`src/sv/sbfd_pkg.sv`:
```
// Package: shared types and constants of the serial bridge FIFO device.
`default_nettype none
package sbfd_pkg;

  localparam int unsigned BYTE_W   = 8;
  localparam int unsigned WORD_W   = 32;
  localparam int unsigned MODE_W   = 4;
  localparam int unsigned S_DATA_W = 48;
  localparam int unsigned M_DATA_W = 48;
  localparam int unsigned ADDR_W   = 3;

  localparam logic [WORD_W-1:0] RECV_OK = 32'h0800_0000;
  localparam logic [WORD_W-1:0] READY   = 32'h0400_0000;
  localparam int unsigned RECV_SHIFT = 16;
  localparam int unsigned SEND_SHIFT = 20;

  localparam logic REG_IDENT = 1'b0;

  typedef enum logic [MODE_W-1:0] {
    MODE_LED_OFF    = 4'd0,
    MODE_LED_ON     = 4'd1,
    MODE_INIT       = 4'd2,
    MODE_RECV       = 4'd3,
    MODE_SEND       = 4'd4,
    MODE_CHK_TX     = 4'd5,
    MODE_CHK_RX     = 4'd6,
    MODE_LINK_BYTE  = 4'd7,
    MODE_LINK_DRAIN = 4'd8,
    MODE_LINK_RESET = 4'd9
  } mode_e;

  typedef enum logic [1:0] {
    ST_RUN,
    ST_POP_RX,
    ST_POP_TX
  } state_e;

  typedef struct packed {
    logic push;
    logic pop;
    logic clear;
  } fifo_req_t;

  typedef struct packed {
    logic empty;
    logic full;
  } fifo_stat_t;

endpackage
`default_nettype wire

```
`src/sv/sbfd_ram.sv`:
```
// Generic single-port-write, registered-read RAM.
`default_nettype none
module sbfd_ram #(
  parameter int unsigned WIDTH = 8,
  parameter int unsigned DEPTH = 16,
  localparam int unsigned AW = (DEPTH > 1) ? $clog2(DEPTH) : 1
) (
  input  wire logic             clk_i,
  input  wire logic             we_i,
  input  wire logic [AW-1:0]    waddr_i,
  input  wire logic [WIDTH-1:0] wdata_i,
  input  wire logic [AW-1:0]    raddr_i,
  output logic      [WIDTH-1:0] rdata_o
);

  logic [WIDTH-1:0] mem_q [DEPTH];
  logic [WIDTH-1:0] rdata_q;

  always_ff @(posedge clk_i) begin
    if (we_i) begin
      mem_q[waddr_i] <= wdata_i;
    end
    rdata_q <= mem_q[raddr_i];
  end

  assign rdata_o = rdata_q;

endmodule
`default_nettype wire

```
`src/sv/sbfd_fifo.sv`:
```
// Byte FIFO: head and fill count in flops, entries in a RAM.
`default_nettype none
module sbfd_fifo #(
  parameter int unsigned DEPTH = 16,
  localparam int unsigned AW = (DEPTH > 1) ? $clog2(DEPTH) : 1
) (
  input  wire logic                      clk_i,
  input  wire logic                      rst_ni,
  input  wire sbfd_pkg::fifo_req_t       req_i,
  input  wire logic [sbfd_pkg::BYTE_W-1:0] wdata_i,
  output logic      [sbfd_pkg::BYTE_W-1:0] rdata_o,
  output sbfd_pkg::fifo_stat_t           stat_o
);
  import sbfd_pkg::*;

  localparam int unsigned CW = $clog2(DEPTH + 1);

  logic [AW-1:0] head_q, head_d, head_nxt, waddr;
  logic [CW-1:0] count_q, count_d;
  logic [AW:0]   slot_sum;

  assign stat_o.full  = (count_q == CW'(DEPTH));
  assign stat_o.empty = (count_q == '0);

  assign slot_sum = {1'b0, head_q} + (AW + 1)'(count_q);
  assign waddr    = (slot_sum >= (AW + 1)'(DEPTH)) ? AW'(slot_sum - (AW + 1)'(DEPTH))
                                                   : slot_sum[AW-1:0];
  assign head_nxt = (head_q == AW'(DEPTH - 1)) ? '0 : head_q + 1'b1;

  always_comb begin
    head_d  = head_q;
    count_d = count_q;
    priority if (req_i.clear) begin
      head_d  = '0;
      count_d = '0;
    end else if (req_i.push) begin
      count_d = count_q + 1'b1;
    end else if (req_i.pop) begin
      head_d  = head_nxt;
      count_d = count_q - 1'b1;
    end
  end

  always_ff @(posedge clk_i or negedge rst_ni) begin
    if (!rst_ni) begin
      head_q  <= '0;
      count_q <= '0;
    end else begin
      head_q  <= head_d;
      count_q <= count_d;
    end
  end

  sbfd_ram #(
    .WIDTH (BYTE_W),
    .DEPTH (DEPTH)
  ) u_ram (
    .clk_i   (clk_i),
    .we_i    (req_i.push),
    .waddr_i (waddr),
    .wdata_i (wdata_i),
    .raddr_i (head_q),
    .rdata_o (rdata_o)
  );

endmodule
`default_nettype wire

```
`src/sv/serial_bridge_fifo_device_unit.sv`:
```
// Top level: bus/link bridge with receive and transmit byte FIFOs.
//
//  channel  | dir | handshake                   | payload
//  ---------+-----+-----------------------------+-------------------------------------
//  request  | in  | s_axis_tvalid/s_axis_tready | mode, bus_word, link_byte
//  result   | out | m_axis_tvalid/m_axis_tready | read_word, tx_valid, tx_byte, overflow
//  config   | in  | psel/penable/pwrite/pready  | ident_word at address 0
//
// A request that pops a FIFO byte (recv or link drain with data) passes a pop state
// that waits on the registered FIFO RAM read; every other request is answered directly.
// Reset clears the FIFO heads and counts and the ident word; no clearing pass.
// A link reset empties both FIFOs in its own cycle.
// A new request is taken while no pop waits on its RAM read and the result
// register is empty or being taken.
`default_nettype none
module serial_bridge_fifo_device_unit #(
  parameter int unsigned RX_DEPTH = 16,
  parameter int unsigned TX_DEPTH = 16
) (
  input  wire logic                            clk_i,
  input  wire logic                            rst_ni,
  input  wire logic                            s_axis_tvalid,
  output logic                                 s_axis_tready,
  // [3:0] mode, [35:4] bus_word, [43:36] link_byte, [47:44] zero
  input  wire logic [sbfd_pkg::S_DATA_W-1:0]   s_axis_tdata,
  output logic                                 m_axis_tvalid,
  input  wire logic                            m_axis_tready,
  // [31:0] read_word, [32] tx_valid, [40:33] tx_byte, [41] overflow, [47:42] zero
  output logic      [sbfd_pkg::M_DATA_W-1:0]   m_axis_tdata,
  input  wire logic                            psel,
  input  wire logic                            penable,
  input  wire logic                            pwrite,
  input  wire logic [sbfd_pkg::ADDR_W-1:0]     paddr,
  input  wire logic [sbfd_pkg::WORD_W-1:0]     pwdata,
  output logic      [sbfd_pkg::WORD_W-1:0]     prdata,
  output logic                                 pready
);
  import sbfd_pkg::*;

  state_e            state_q, state_d;
  logic [WORD_W-1:0] ident_q;
  logic              accept;
  mode_e             mode;
  logic [WORD_W-1:0] bus_word;
  logic [BYTE_W-1:0] link_byte;
  fifo_req_t         rx_req, tx_req;
  fifo_stat_t        rx_stat, tx_stat;
  logic [BYTE_W-1:0] rx_rdata, tx_rdata;

  logic              out_valid_q, out_valid_d;
  logic [WORD_W-1:0] out_word_q, out_word_d;
  logic              out_txv_q, out_txv_d;
  logic [BYTE_W-1:0] out_txb_q, out_txb_d;
  logic              out_ovf_q, out_ovf_d;

  assign mode      = mode_e'(s_axis_tdata[MODE_W-1:0]);
  assign bus_word  = s_axis_tdata[MODE_W +: WORD_W];
  assign link_byte = s_axis_tdata[MODE_W + WORD_W +: BYTE_W];

  assign s_axis_tready = (state_q == ST_RUN) && (!out_valid_q || m_axis_tready);
  assign accept        = s_axis_tvalid && s_axis_tready;

  assign rx_req.push  = accept && (mode == MODE_LINK_BYTE) && !rx_stat.full;
  assign rx_req.pop   = accept && (mode == MODE_RECV) && !rx_stat.empty;
  assign rx_req.clear = accept && (mode == MODE_LINK_RESET);
  assign tx_req.push  = accept && (mode == MODE_SEND) && !tx_stat.full;
  assign tx_req.pop   = accept && (mode == MODE_LINK_DRAIN) && !tx_stat.empty;
  assign tx_req.clear = rx_req.clear;

  always_comb begin
    state_d = state_q;
    unique case (state_q)
      ST_RUN: begin
        if (rx_req.pop) begin
          state_d = ST_POP_RX;
        end else if (tx_req.pop) begin
          state_d = ST_POP_TX;
        end
      end
      ST_POP_RX, ST_POP_TX: state_d = ST_RUN;
      default:              state_d = ST_RUN;
    endcase
  end

  always_comb begin
    out_valid_d = out_valid_q && !m_axis_tready;
    out_word_d  = out_word_q;
    out_txv_d   = out_txv_q;
    out_txb_d   = out_txb_q;
    out_ovf_d   = out_ovf_q;
    priority if (state_q == ST_POP_RX) begin
      out_valid_d = 1'b1;
      out_word_d  = RECV_OK | (WORD_W'(rx_rdata) << RECV_SHIFT);
      out_txv_d   = 1'b0;
      out_txb_d   = '0;
      out_ovf_d   = 1'b0;
    end else if (state_q == ST_POP_TX) begin
      out_valid_d = 1'b1;
      out_word_d  = '0;
      out_txv_d   = 1'b1;
      out_txb_d   = tx_rdata;
      out_ovf_d   = 1'b0;
    end else if (accept && !rx_req.pop && !tx_req.pop) begin
      out_valid_d = 1'b1;
      out_word_d  = bus_word;
      out_txv_d   = 1'b0;
      out_txb_d   = '0;
      out_ovf_d   = 1'b0;
      unique case (mode)
        MODE_INIT:       out_word_d = ident_q;
        MODE_SEND: begin
          out_word_d = tx_stat.full ? '0 : READY;
          out_ovf_d  = tx_stat.full;
        end
        MODE_CHK_TX:     out_word_d = tx_stat.full ? '0 : READY;
        MODE_CHK_RX:     out_word_d = rx_stat.empty ? '0 : READY;
        MODE_LINK_BYTE: begin
          out_word_d = '0;
          out_ovf_d  = rx_stat.full;
        end
        MODE_LINK_DRAIN: out_word_d = '0;
        MODE_LINK_RESET: out_word_d = '0;
        default:         out_word_d = bus_word;
      endcase
    end
  end

  always_ff @(posedge clk_i or negedge rst_ni) begin
    if (!rst_ni) begin
      state_q     <= ST_RUN;
      out_valid_q <= 1'b0;
      ident_q     <= '0;
    end else begin
      state_q     <= state_d;
      out_valid_q <= out_valid_d;
      if (psel && penable && pwrite && (paddr[2] == REG_IDENT)) begin
        ident_q <= pwdata;
      end
    end
  end

  always_ff @(posedge clk_i) begin
    out_word_q <= out_word_d;
    out_txv_q  <= out_txv_d;
    out_txb_q  <= out_txb_d;
    out_ovf_q  <= out_ovf_d;
  end

  sbfd_fifo #(.DEPTH (RX_DEPTH)) u_rx_fifo (
    .clk_i   (clk_i),
    .rst_ni  (rst_ni),
    .req_i   (rx_req),
    .wdata_i (link_byte),
    .rdata_o (rx_rdata),
    .stat_o  (rx_stat)
  );

  sbfd_fifo #(.DEPTH (TX_DEPTH)) u_tx_fifo (
    .clk_i   (clk_i),
    .rst_ni  (rst_ni),
    .req_i   (tx_req),
    .wdata_i (bus_word[SEND_SHIFT +: BYTE_W]),
    .rdata_o (tx_rdata),
    .stat_o  (tx_stat)
  );

  assign m_axis_tvalid = out_valid_q;
  assign m_axis_tdata  = {(M_DATA_W - WORD_W - BYTE_W - 2)'(0), out_ovf_q, out_txb_q,
                          out_txv_q, out_word_q};

  assign pready = 1'b1;
  assign prdata = (paddr[2] == REG_IDENT) ? ident_q : '0;

endmodule
`default_nettype wire

```
`config.mk`:
```
export PLATFORM = sky130hd
export DESIGN_NAME = serial_bridge_fifo_device_unit
export DESIGN_NICKNAME = d
export VERILOG_FILES = /design/src/sv/sbfd_pkg.sv /design/src/sv/sbfd_ram.sv /design/src/sv/sbfd_fifo.sv /design/src/sv/serial_bridge_fifo_device_unit.sv
export SDC_FILE = /design/constraint.sdc
export NUM_CORES = 1
export LEC_CHECK = 0
export ABC_CLOCK_PERIOD_IN_PS = 2900
export CORE_MARGIN = 1
export CORE_UTILIZATION = 36
export CTS_CLUSTER_SIZE = 14
export DETAILED_ROUTE_END_ITERATION = 8
export DONT_BUFFER_PORTS = 1
export PLACE_DENSITY_LB_ADDON = 0.08
export SYNTH_ARGS = -nofsm -noshare
export SYNTH_HDL_FRONTEND = slang
export SYNTH_SLANG_ARGS = --single-unit
```
`constraint.sdc`:
```
create_clock -name clk_i -period 2.9 [get_ports clk_i]
set_input_delay 0.145 -clock clk_i [delete_from_list [all_inputs] [get_ports clk_i]]
set_output_delay 0.145 -clock clk_i [all_outputs]
set_load 0.005 [all_outputs]
```
* Word-level counts from Yosys, hierarchy flattened
Memories as Yosys holds them, arrays and structs flattened. A register that Yosys moved wholly into a read port is not among the register bits. Index checks and enable logic that the tools add are counted.
Storage, ports and cells: bits of input ports 90, memories kept 2, RAM bits 256, register bits 95, logic and storage cells 123, output and inout bits 83
Cells by class: equal/unequal tests 17, $add $sub $neg 10, $lt $le $gt $ge 2, bitwise operators 1, reduce and logical (&&, ||, !) cells 40, multiplexer cells 38
Memories:
- u_rx_fifo.u_ram.mem_q | depth 16, bits a word 8, rd ports 1, clocked after memory_dff 1, write ports 1, line sbfd_ram.sv:16 | logic [WIDTH-1:0] mem_q [DEPTH];
- u_tx_fifo.u_ram.mem_q | depth 16, bits a word 8, rd ports 1, clocked after memory_dff 1, write ports 1, line sbfd_ram.sv:16
Operators with widths (count):
- 32-bit case mux with 4 select lines | 1
- 28-bit 2-to-1 mux | 2
- 27-bit 2-to-1 mux | 2
- 4-bit 2-to-1 mux | 10
- 32-bit 2-to-1 mux | 1
- 5-bit 2-to-1 mux | 6
- 24-bit 2-to-1 mux | 1
- 1-bit logical AND | 17
- 4-bit by 3-bit == test with 1-bit output (second input constant) | 4
- 4-bit == test (second input constant) | 4
- 8-bit 2-to-1 mux | 2
- 4-bit by 5-bit adder with 5-bit output | 2
- 5-bit by 1-bit adder with 5-bit output (second input constant) | 2
- 5-bit == test (second input constant) | 2
- 5-bit >= comparator (second input constant) | 2
- 5-bit logical NOT | 2
- 5-bit by 1-bit subtractor with 5-bit output (second input constant) | 2
- 1-bit 2-to-1 mux | 9
- 3-bit nonzero test | 3
- 4-bit by 1-bit adder with 4-bit output (second input constant) | 2
- 4-bit by 2-bit == test with 1-bit output (second input constant) | 2
- 1-bit logical NOT | 8
- 4-bit by 1-bit subtractor with 4-bit output (second input constant) | 2
- 2-bit 2-to-1 mux | 3
- 12 further kinds | 17

* Logic depth before layout (Yosys ltp)
Gate-level depths: netlist (run 1).
word-level depth 12, depth in mapped cells 12, mapped depth without buffers 12

* Modules after synthesis
A second synthesis (run 1) with hierarchy kept.
Second synthesis, totals: cells, all modules 980, area, all modules 15461.1 um2
Modules (own cells, without submodules):
- sbfd_ram | sequential area each 4003.8 um2, times used 2, area each 5147.4 um2, cells an instance 229
- serial_bridge_fifo_device_unit | sequential area each 1796.7 um2, times used 1, area each 3784.9 um2, cells an instance 375
- sbfd_fifo at u_tx_fifo | sequential area each 225.2 um2, times used 1, area each 699.4 um2, cells an instance 75
- sbfd_fifo at u_rx_fifo | sequential area each 225.2 um2, times used 1, area each 681.9 um2, cells an instance 72

* Worst setup path after synthesis (run 1)
No wires, ideal clock.
path type reg2reg, start register state_q[0], end memory u_rx_fifo.u_ram.mem_q[0][0], enable pin, path slack 120 ps, stages on the path, launching flop included 8, setup time 395 ps, data required time 2505 ps, clock period less this slack 2780 ps, buffers on the path 0, arrival 2385 ps, cells stage by stage dfrtp_1 inv_1 ha_1 nand2_1 nor3_1 and3_1 clkinv_1 nor4_1
On the way: word-level cells in the longest chain between the ends 7
RTL lines:
- from (decl) | line serial_bridge_fifo_device_unit.sv:40 | state_e state_q, state_d;
- from (signal assigned) | line serial_bridge_fifo_device_unit.sv:134 | state_q <= state_d;
- 2-bit logical NOT | line serial_bridge_fifo_device_unit.sv:60 | assign s_axis_tready = (state_q == ST_RUN) && (!out_valid_q || m_axis_tready);
- 1-bit logical AND | line serial_bridge_fifo_device_unit.sv:60
- 1-bit logical AND | line serial_bridge_fifo_device_unit.sv:61 | assign accept = s_axis_tvalid && s_axis_tready;
- 1-bit logical AND (2 in series) | line serial_bridge_fifo_device_unit.sv:63 | assign rx_req.push = accept && (mode == MODE_LINK_BYTE) && !rx_stat.full;
- 1-bit 2-to-1 mux | line sbfd_ram.sv:20 | if (we_i) begin
- 1-bit 2-to-1 mux (implied by the code) | line sbfd_ram.sv:21 | mem_q[waddr_i] <= wdata_i;
- to (decl) | line sbfd_ram.sv:16
No other way between the ends.

* Final worst setup path (run 1)
start register u_rx_fifo.count_q[0], end register out_word_q[1]
On the way: word-level cells in the longest chain between the ends 6
RTL lines:
- from (decl) | line sbfd_fifo.sv:19 | logic [CW-1:0] count_q, count_d;
- from (signal assigned) | line sbfd_fifo.sv:50 | count_q <= count_d;
- 5-bit logical NOT | line sbfd_fifo.sv:23 | assign stat_o.empty = (count_q == '0);
- 1-bit logical NOT | line serial_bridge_fifo_device_unit.sv:64 | assign rx_req.pop = accept && (mode == MODE_RECV) && !rx_stat.empty;
- 1-bit logical AND | line serial_bridge_fifo_device_unit.sv:64
- 1-bit logical NOT | line serial_bridge_fifo_device_unit.sv:103 | end else if (accept && !rx_req.pop && !tx_req.pop) begin
- 1-bit logical AND (2 in series) | line serial_bridge_fifo_device_unit.sv:103
- to (signal assigned) | line serial_bridge_fifo_device_unit.sv:143 | out_word_q <= out_word_d;
- to (decl) | line serial_bridge_fifo_device_unit.sv:51 | logic [WORD_W-1:0] out_word_q, out_word_d;
No other way between the ends. A chain may end at the register's enable or synchronous reset.

==> results by group, run 1 <==
Worst setup path
  • Reg-to-Reg End: out_word_q[1]
  • CP arrival: 3.17 ns
  • CP endpoint kind: flop
  • Worst Path Max Fanout: 14
  • Register-to-Register Path Depth: 6
  • Reg-to-reg startpoint: u_rx_fifo.count_q[0]
  • Crit path capture: out_word_q[1]
  • Critical Path Source: u_rx_fifo.count_q[0]
  • CP Launch Type: flop
  • Worst R2R Setup Slack: 0.17 ns
  • WS Path Type: flop to flop
  • CP required: 3.33 ns

Timing
  • Max Clock Skew: 0.02187 ns
  • Worst-Margin Slew: 0.9392 ns
  • Setup TNS: 0 ns
  • Slew HR: 37.39%
  • Final hold vios: 0
  • Period minus WS final: 2.733 ns
  • Count of final max-slew check failures: 0
  • Setup repair after global routing missed its margin: no
  • Final WS setup: 0.1668 ns
  • Setup Viol. Count Final: 0
  • Final worst path period share: 94.25%
  • WHS: 0.05008 ns
  • Max Fclk: 365.9 MHz

Clock network
  • CTS Buffer Depth: 3
  • Htree depth: 2
  • Clock latency on the worst-skew pair: 0.56 ns
  • CTS root buffer: clkbuf_16
  • Post-CTS Setup Bufs: 0
  • TritonCTS buffer count: 42
  • Clk slew on worst S/H paths: 0.06 ns
  • Clock sink count: 367
  • CTS tree: yes

Drt
  • Drt first pass iters: 4
  • Post-route ant nets: 0
  • Drt total wl: 38570 µm
  • Via density: 5.147
  • DR WL/cell: 22.36 µm
  • Routed vias: 8879
  • Drc violations: 0
  • Detailed Route Iter0 Violations: 492

Synthesis
  • Yosys warnings: 0
  • Cell Area, Synth: 15340 µm²
  • Yosys reg bits: 367
  • Syn Inst Count: 1036
  • Post-synth EDFFs: 264
  • Sequential element share of the synthesized area: 66.86%
  • Prevailing post-synth register cell: edfxtp_1
  • Ys async rst share: 14.44%
  • Yosys cell types: 58
  • Post-synthesis area per instance: 14.81 µm²

Min path
  • Hold/Removal Path Class: input pin to flop

Finish
  • Area added between synthesis and finish: 19.82%
  • Layout Nets: 1265
  • Ratio of cells with drive above 1 in the final layout: 18.73%

Global routing
  • First-pass GRT wire length: 58220 µm
  • Total GRT Usage: 17.97%
  • Initial antenna violation count: 1
  • Vias in the first global route: 9203
  • Largest net degree at the start of global routing: 54
  • Total gr overflow: 0

Job
  • Max cap viols: 0

Power and ir drop
  • Max VDD drop: 0.5193 mV
  • Power per cell area: 871.2 nW/µm²
  • Lkg Pwr: 6.467 nW

Floorplan
  • Die W: 208.4 µm
  • I/O pin total: 173
  • Chip Height: 208.4 µm
  • Core Area: 41950 µm²
  • Die area: 43440 µm²
  • Rows: 75
  • Initial Util: 36.57%

Placement
  • RD Place Congestion: 0.7470
  • Pre-CTS WS: 0.1251 ns
  • DP HPWL: 24800 µm
  • Port Buffers: 0

Outcome
  • Result of the run: completed
## synthesized netlist by cell type, drive strengths merged (32+ instances only)
library cell / count / area [µm²]
nor2: 63 / 236.5
nor2b: 36 / 225.2
o21ai: 37 / 185.2
dfxtp: 50 / 1001
nand2: 71 / 266.5
a21oi: 38 / 190.2
edfxtp: 264 / 7928
clkbuf: 41 / 153.9
dfrtp: 53 / 1326
mux4: 32 / 720.7
a221oi: 39 / 341.6
mux2: 48 / 540.5
mux2i: 58 / 580.6
## critical path: stages (launching register included)
cell	delay (ns)
dfrtp_1	0.48
or4_4	0.59
o2111ai_4	0.27
o311ai_4	0.29
a221oi_1	0.32
dlygate4sd3_1	0.61
nor3_1	0.04
## registers in the layout, summed over array words and instances, names as in the netlist, 5 cells and up
name	cells
u_rx_fifo.u_ram.mem_q	128
ident_q	32
u_tx_fifo.u_ram.mem_q	128
u_rx_fifo.u_ram.rdata_o	8
out_txb_q	8
u_tx_fifo.count_q	5
out_word_q	32
u_rx_fifo.count_q	5
u_tx_fifo.u_ram.rdata_o	8
## layer usage
| layer | vias up | global-route usage [%] | wire, µm |
|---|---|---|---|
| met5 | - | 0 | 0 |
| met4 | 0 | 5.951 | 923 |
| met3 | 64 | 2.913 | 1462 |
| met2 | 167 | 30.98 | 19550 |
| met1 | 4461 | 22.96 | 16630 |
| li1 | 4187 | - | - |
## final cells by class
cell class	count	area, µm²
Tap cell	539	674.4
Clock buffer	54	1127
Inverter	8	30.03
Multi-Input combinational cell	596	4743
Clock inverter	22	275.3
Antenna cell	1	2.502
Timing Repair Buffer	138	1269
Sequential cell	367	10260
Fill cell	3784	23570
## stage by stage
step | instances | area, µm² | utilization, % | total power [mW]
final | 1725 | 18380 | 43.82 | 16.01
after global routing | 1725 | 18380 | 43.82 | 16.83
after CTS | 1724 | 18380 | 43.81 | 16.23
after detailed placement | 1567 | 16150 | 38.49 | 10.58
after global placement | 1567 | 16150 | 38.49 | 10.54
after floorplan | 1041 | 15360 | - | 9.566
## worst min path at each step
stage	endpoint	start	cells after the start	slack (ns)
CTS	u_tx_fifo.head_q[2]	s_axis_tdata[3]	4	0.01
global route	u_tx_fifo.head_q[1]	s_axis_tdata[0]	2	0.06
detailed placement	ident_q[19]	rst_ni	0	-0.15
finish	u_tx_fifo.head_q[2]	s_axis_tdata[3]	4	0.05
floorplan	ident_q[0]	rst_ni	0	-0.15
global placement	ident_q[19]	rst_ni	0	-0.15
## placed cells by master (no fill, tap or decap), drive strengths merged, types with 10 or more instances in the layout
master and count:
a21oi 38, a221oi 39, a22oi 25, buf 58, clkbuf 54, clkinv 12, dfrtp 53, dfxtp 50
dlygate4sd3 80, edfxtp 264, ha 18, mux2 48, mux2i 58, mux4 32, nand2 71, nand3b 11
nor2 63, nor2b 36, nor3 28, o21ai 37, xnor2 10
## where the power goes
group	switching, mW	total, mW	internal, mW
sequential	0.471	6.76	6.29
combinational	2.14	3.85	1.71
clock	2.12	5.40	3.29
## what timing repair did
| item | CTS | global route |
|---|---|---|
| hold endpoints to repair | 377 | 0 |
| resized for setup | 0 | 1 |
| hold buffers | 81 | 0 |
| endpoints found under the setup margin | 0 | 2 |
## cells by family after synthesis
| group | synth area share [%] |
|---|---|
| flops | 66.86 |
| compound gates | 7.962 |
| fa+ha+maj | 1.990 |
| simple gates | 7.733 |
| xor+xnor | 0.9707 |
| other cells | 0.04896 |
| mux | 12.01 |
| buf+inv | 2.431 |
Power figures use the tool's default switching activity.
==> inputs of run 2 (changes only) <==
--- a/config.mk
+++ b/config.mk
@@ -6,9 +6,10 @@
 export NUM_CORES = 1
 export LEC_CHECK = 0
 export ABC_CLOCK_PERIOD_IN_PS = 2900
+export CORE_ASPECT_RATIO = 0.75
 export CORE_MARGIN = 1
 export CORE_UTILIZATION = 36
-export CTS_CLUSTER_SIZE = 14
+export CTS_CLUSTER_SIZE = 16
 export DETAILED_ROUTE_END_ITERATION = 8
 export DONT_BUFFER_PORTS = 1
 export PLACE_DENSITY_LB_ADDON = 0.08
==> results by group, run 2 (same netlist as run 1, synthesis figures left out) <==
Outcome
  • Result of the run: completed (unchanged)

Finish
  • Most frequent cells in the layout: 264 x edfxtp_1, 77 x dlygate4sd3_1, 71 x nand2_1 (was 264 x edfxtp_1, 80 x dlygate4sd3_1, 71 x nand2_1)
  • Largest registers: u_rx_fifo.u_ram.mem_q x128, u_tx_fifo.u_ram.mem_q x128 (unchanged)
  • Commonest non-fill, non-tap cell in the layout: edfxtp_1 (unchanged)
  • Area added between synthesis and finish: 19.17% (was 19.82%)
  • Ant. Diodes: 0 (was 1)
  • Ratio of cells with drive above 1 in the final layout: 18.61% (was 18.73%)
  • Fin area: 18280 µm² (was 18380 µm²)
  • Layout Nets: 1258 (was 1265)

Placement
  • Pre-CTS WS: 0.06256 ns (was 0.1251 ns)
  • Port Buffers: 0 (unchanged)
  • RD Place Congestion: 0.7691 (was 0.7470)
  • Placement Cell Area: 16190 µm² (was 16150 µm²)
  • DP HPWL: 25580 µm (was 24800 µm)

Power and ir drop
  • Max VDD drop: 0.3889 mV (was 0.5193 mV)
  • Lkg Pwr: 6.397 nW (was 6.467 nW)
  • Power per cell area: 858.9 nW/µm² (was 871.2 nW/µm²)

Worst setup path
  • CP endpoint kind: flop (unchanged)
  • CP Launch Type: flop (unchanged)
  • CP required: 3.36 ns (was 3.33 ns)
  • WS Path Type: flop to flop (unchanged)
  • Register-to-Register Path Depth: 11 (was 6)
  • Worst Path Max Fanout: 8 (was 14)
  • CP arrival: 3.11 ns (was 3.17 ns)

Job
  • Max cap viols: 0 (unchanged)

Drt
  • Detailed Route Iter0 Violations: 677 (was 492)
  • Drc violations: 0 (unchanged)
  • Routed vias: 9132 (was 8879)
  • Post-route ant nets: 0 (unchanged)
  • Drt first pass iters: 5 (was 4)
  • DR WL/cell: 22.76 µm (was 22.36 µm)
  • Drt total wl: 39740 µm (was 38570 µm)
  • Via density: 5.230 (was 5.147)

Clock network
  • CTS Buffer Depth: 3 (unchanged)
  • Clock sink count: 367 (unchanged)
  • CTS tree: yes (unchanged)
  • TritonCTS buffer count: 39 (was 42)
  • Clk slew on worst S/H paths: 0.06 ns (about the same)
  • Clock latency on the worst-skew pair: 0.54 ns (was 0.56 ns)
  • CTS root buffer: clkbuf_16 (unchanged)
  • Post-CTS Setup Bufs: 0 (unchanged)
  • Htree depth: 2 (unchanged)

Min path
  • Hold/Removal Path Class: input pin to flop (unchanged)
  • Hold-critical path depth: 4 (unchanged)

Timing
  • Setup TNS: 0 ns (unchanged)
  • Setup Viol. Count Final: 0 (unchanged)
  • Final WS setup: 0.2539 ns (was 0.1668 ns)
  • Max Fclk: 377.9 MHz (was 365.9 MHz)
  • Final worst path period share: 91.24% (was 94.25%)
  • Setup repair after global routing missed its margin: no (unchanged)
  • Max Clock Skew: 0.02945 ns (was 0.02187 ns)
  • Final hold vios: 0 (unchanged)
  • Count of final max-slew check failures: 0 (unchanged)
  • Slew HR: 34.65% (was 37.39%)
  • Period minus WS final: 2.646 ns (was 2.733 ns)
  • Worst-Margin Slew: 0.9770 ns (was 0.9392 ns)

Global routing
  • Total gr overflow: 0 (unchanged)
  • First-pass GRT wire length: 58970 µm (was 58220 µm)
  • Largest net degree at the start of global routing: 54 (unchanged)
  • Total GRT Usage: 18.26% (was 17.97%)
  • Initial antenna violation count: 0 (was 1)
  • Vias in the first global route: 9015 (was 9203)

Floorplan
  • Rows: 65 (was 75)
  • Initial Util: 36.48% (was 36.57%)
  • Core Area: 42050 µm² (was 41950 µm²)
  • I/O pin total: 173 (unchanged)
  • Die area: 43440 µm² (about the same)
  • Die W: 240.3 µm (was 208.4 µm)
  • Chip Height: 180.8 µm (was 208.4 µm)
==> run 2: cell types whose count changed in the layout (fill, tap and decap cells not counted), moves of 2 or more <==
| cell | delta |
|---|---|
| clkbuf_8 | +2 |
| nor4_1 | -2 |
| bufinv_16 | -4 |
| clkinv_4 | -2 |
| dlygate4sd3_1 | -3 |
| nor4_2 | +2 |
==> run 2: cell type report <==
cell class	instances	area [µm²]
clock buffers	57	1141
clock inverters	15	137.6
fillers	3773	23770
inverters	8	33.78
multi-input cells	596	4766
flip-flops and latches	367	10260
well taps	569	711.9
repair buffers	134	1231
==> run 2: stage by stage <==
stage	power, mW	util [%]	hold slack, ns	cells
after detailed placement	10.67	38.50	-0.1487	1596
after global placement	10.64	38.50	-0.1492	1596
after CTS	15.88	43.44	0.008789	1746
final	15.70	43.47	0.03713	1746
after global routing	16.52	43.47	0.03892	1746
after floorplan	9.566	-	-0.1506	1041
==> run 2: worst paths after layout <==
| path | start | end | slack (ns) |
|---|---|---|---|
| max | state_q[0] | u_rx_fifo.count_q[4] | 0.25 |
| min | s_axis_tdata[1] | out_ovf_q | 0.04 |
| max reg2reg | state_q[0] | u_rx_fifo.count_q[4] | 0.25 |
| min reg2reg | u_tx_fifo.u_ram.rdata_o[4] | out_txb_q[4] | 0.44 |
| max in group asynchronous | rst_ni | u_rx_fifo.count_q[0] | 2.46 |
| min in group asynchronous | rst_ni | ident_q[4] | 0.13 |
==> run 2: timing repair <==
action,CTS,global route
setup endpoints to repair,0,10
hold buffers,78,0
hold endpoints to repair,375,0
gates resized for setup,0,4
==> run 2: power breakdown <==
| group | internal (mW) | total [mW] | switching (mW) |
|---|---|---|---|
| clock | 2.92 | 4.99 | 2.06 |
| combinational | 1.67 | 3.94 | 2.27 |
| sequential | 6.28 | 6.77 | 0.485 |
| total | 10.9 | 15.7 | 4.82 |
==> run 2: critical path, cell delays in order (launching register included) <==
cell	delay (ns)
dfrtp_1	0.40
inv_1	0.09
ha_1	0.21
nand2_1	0.12
nor3_2	0.16
and3_4	0.26
clkinvlp_4	0.18
fa_1	0.44
a21o_1	0.17
a21o_1	0.22
mux2i_1	0.16
a2bb2oi_1	0.17
==> run 2: layer usage <==
| layer | GRT usage, % | share of wire (%) | vias to the layer above |
|---|---|---|---|
| met5 | 0 | 0 | - |
| met4 | 3.516 | 1.4 | 0 |
| met3 | 4.034 | 6.4 | 47 |
| met2 | 25.41 | 41 | 253 |
| met1 | 28.86 | 51 | 4654 |
| li1 | - | - | 4178 |
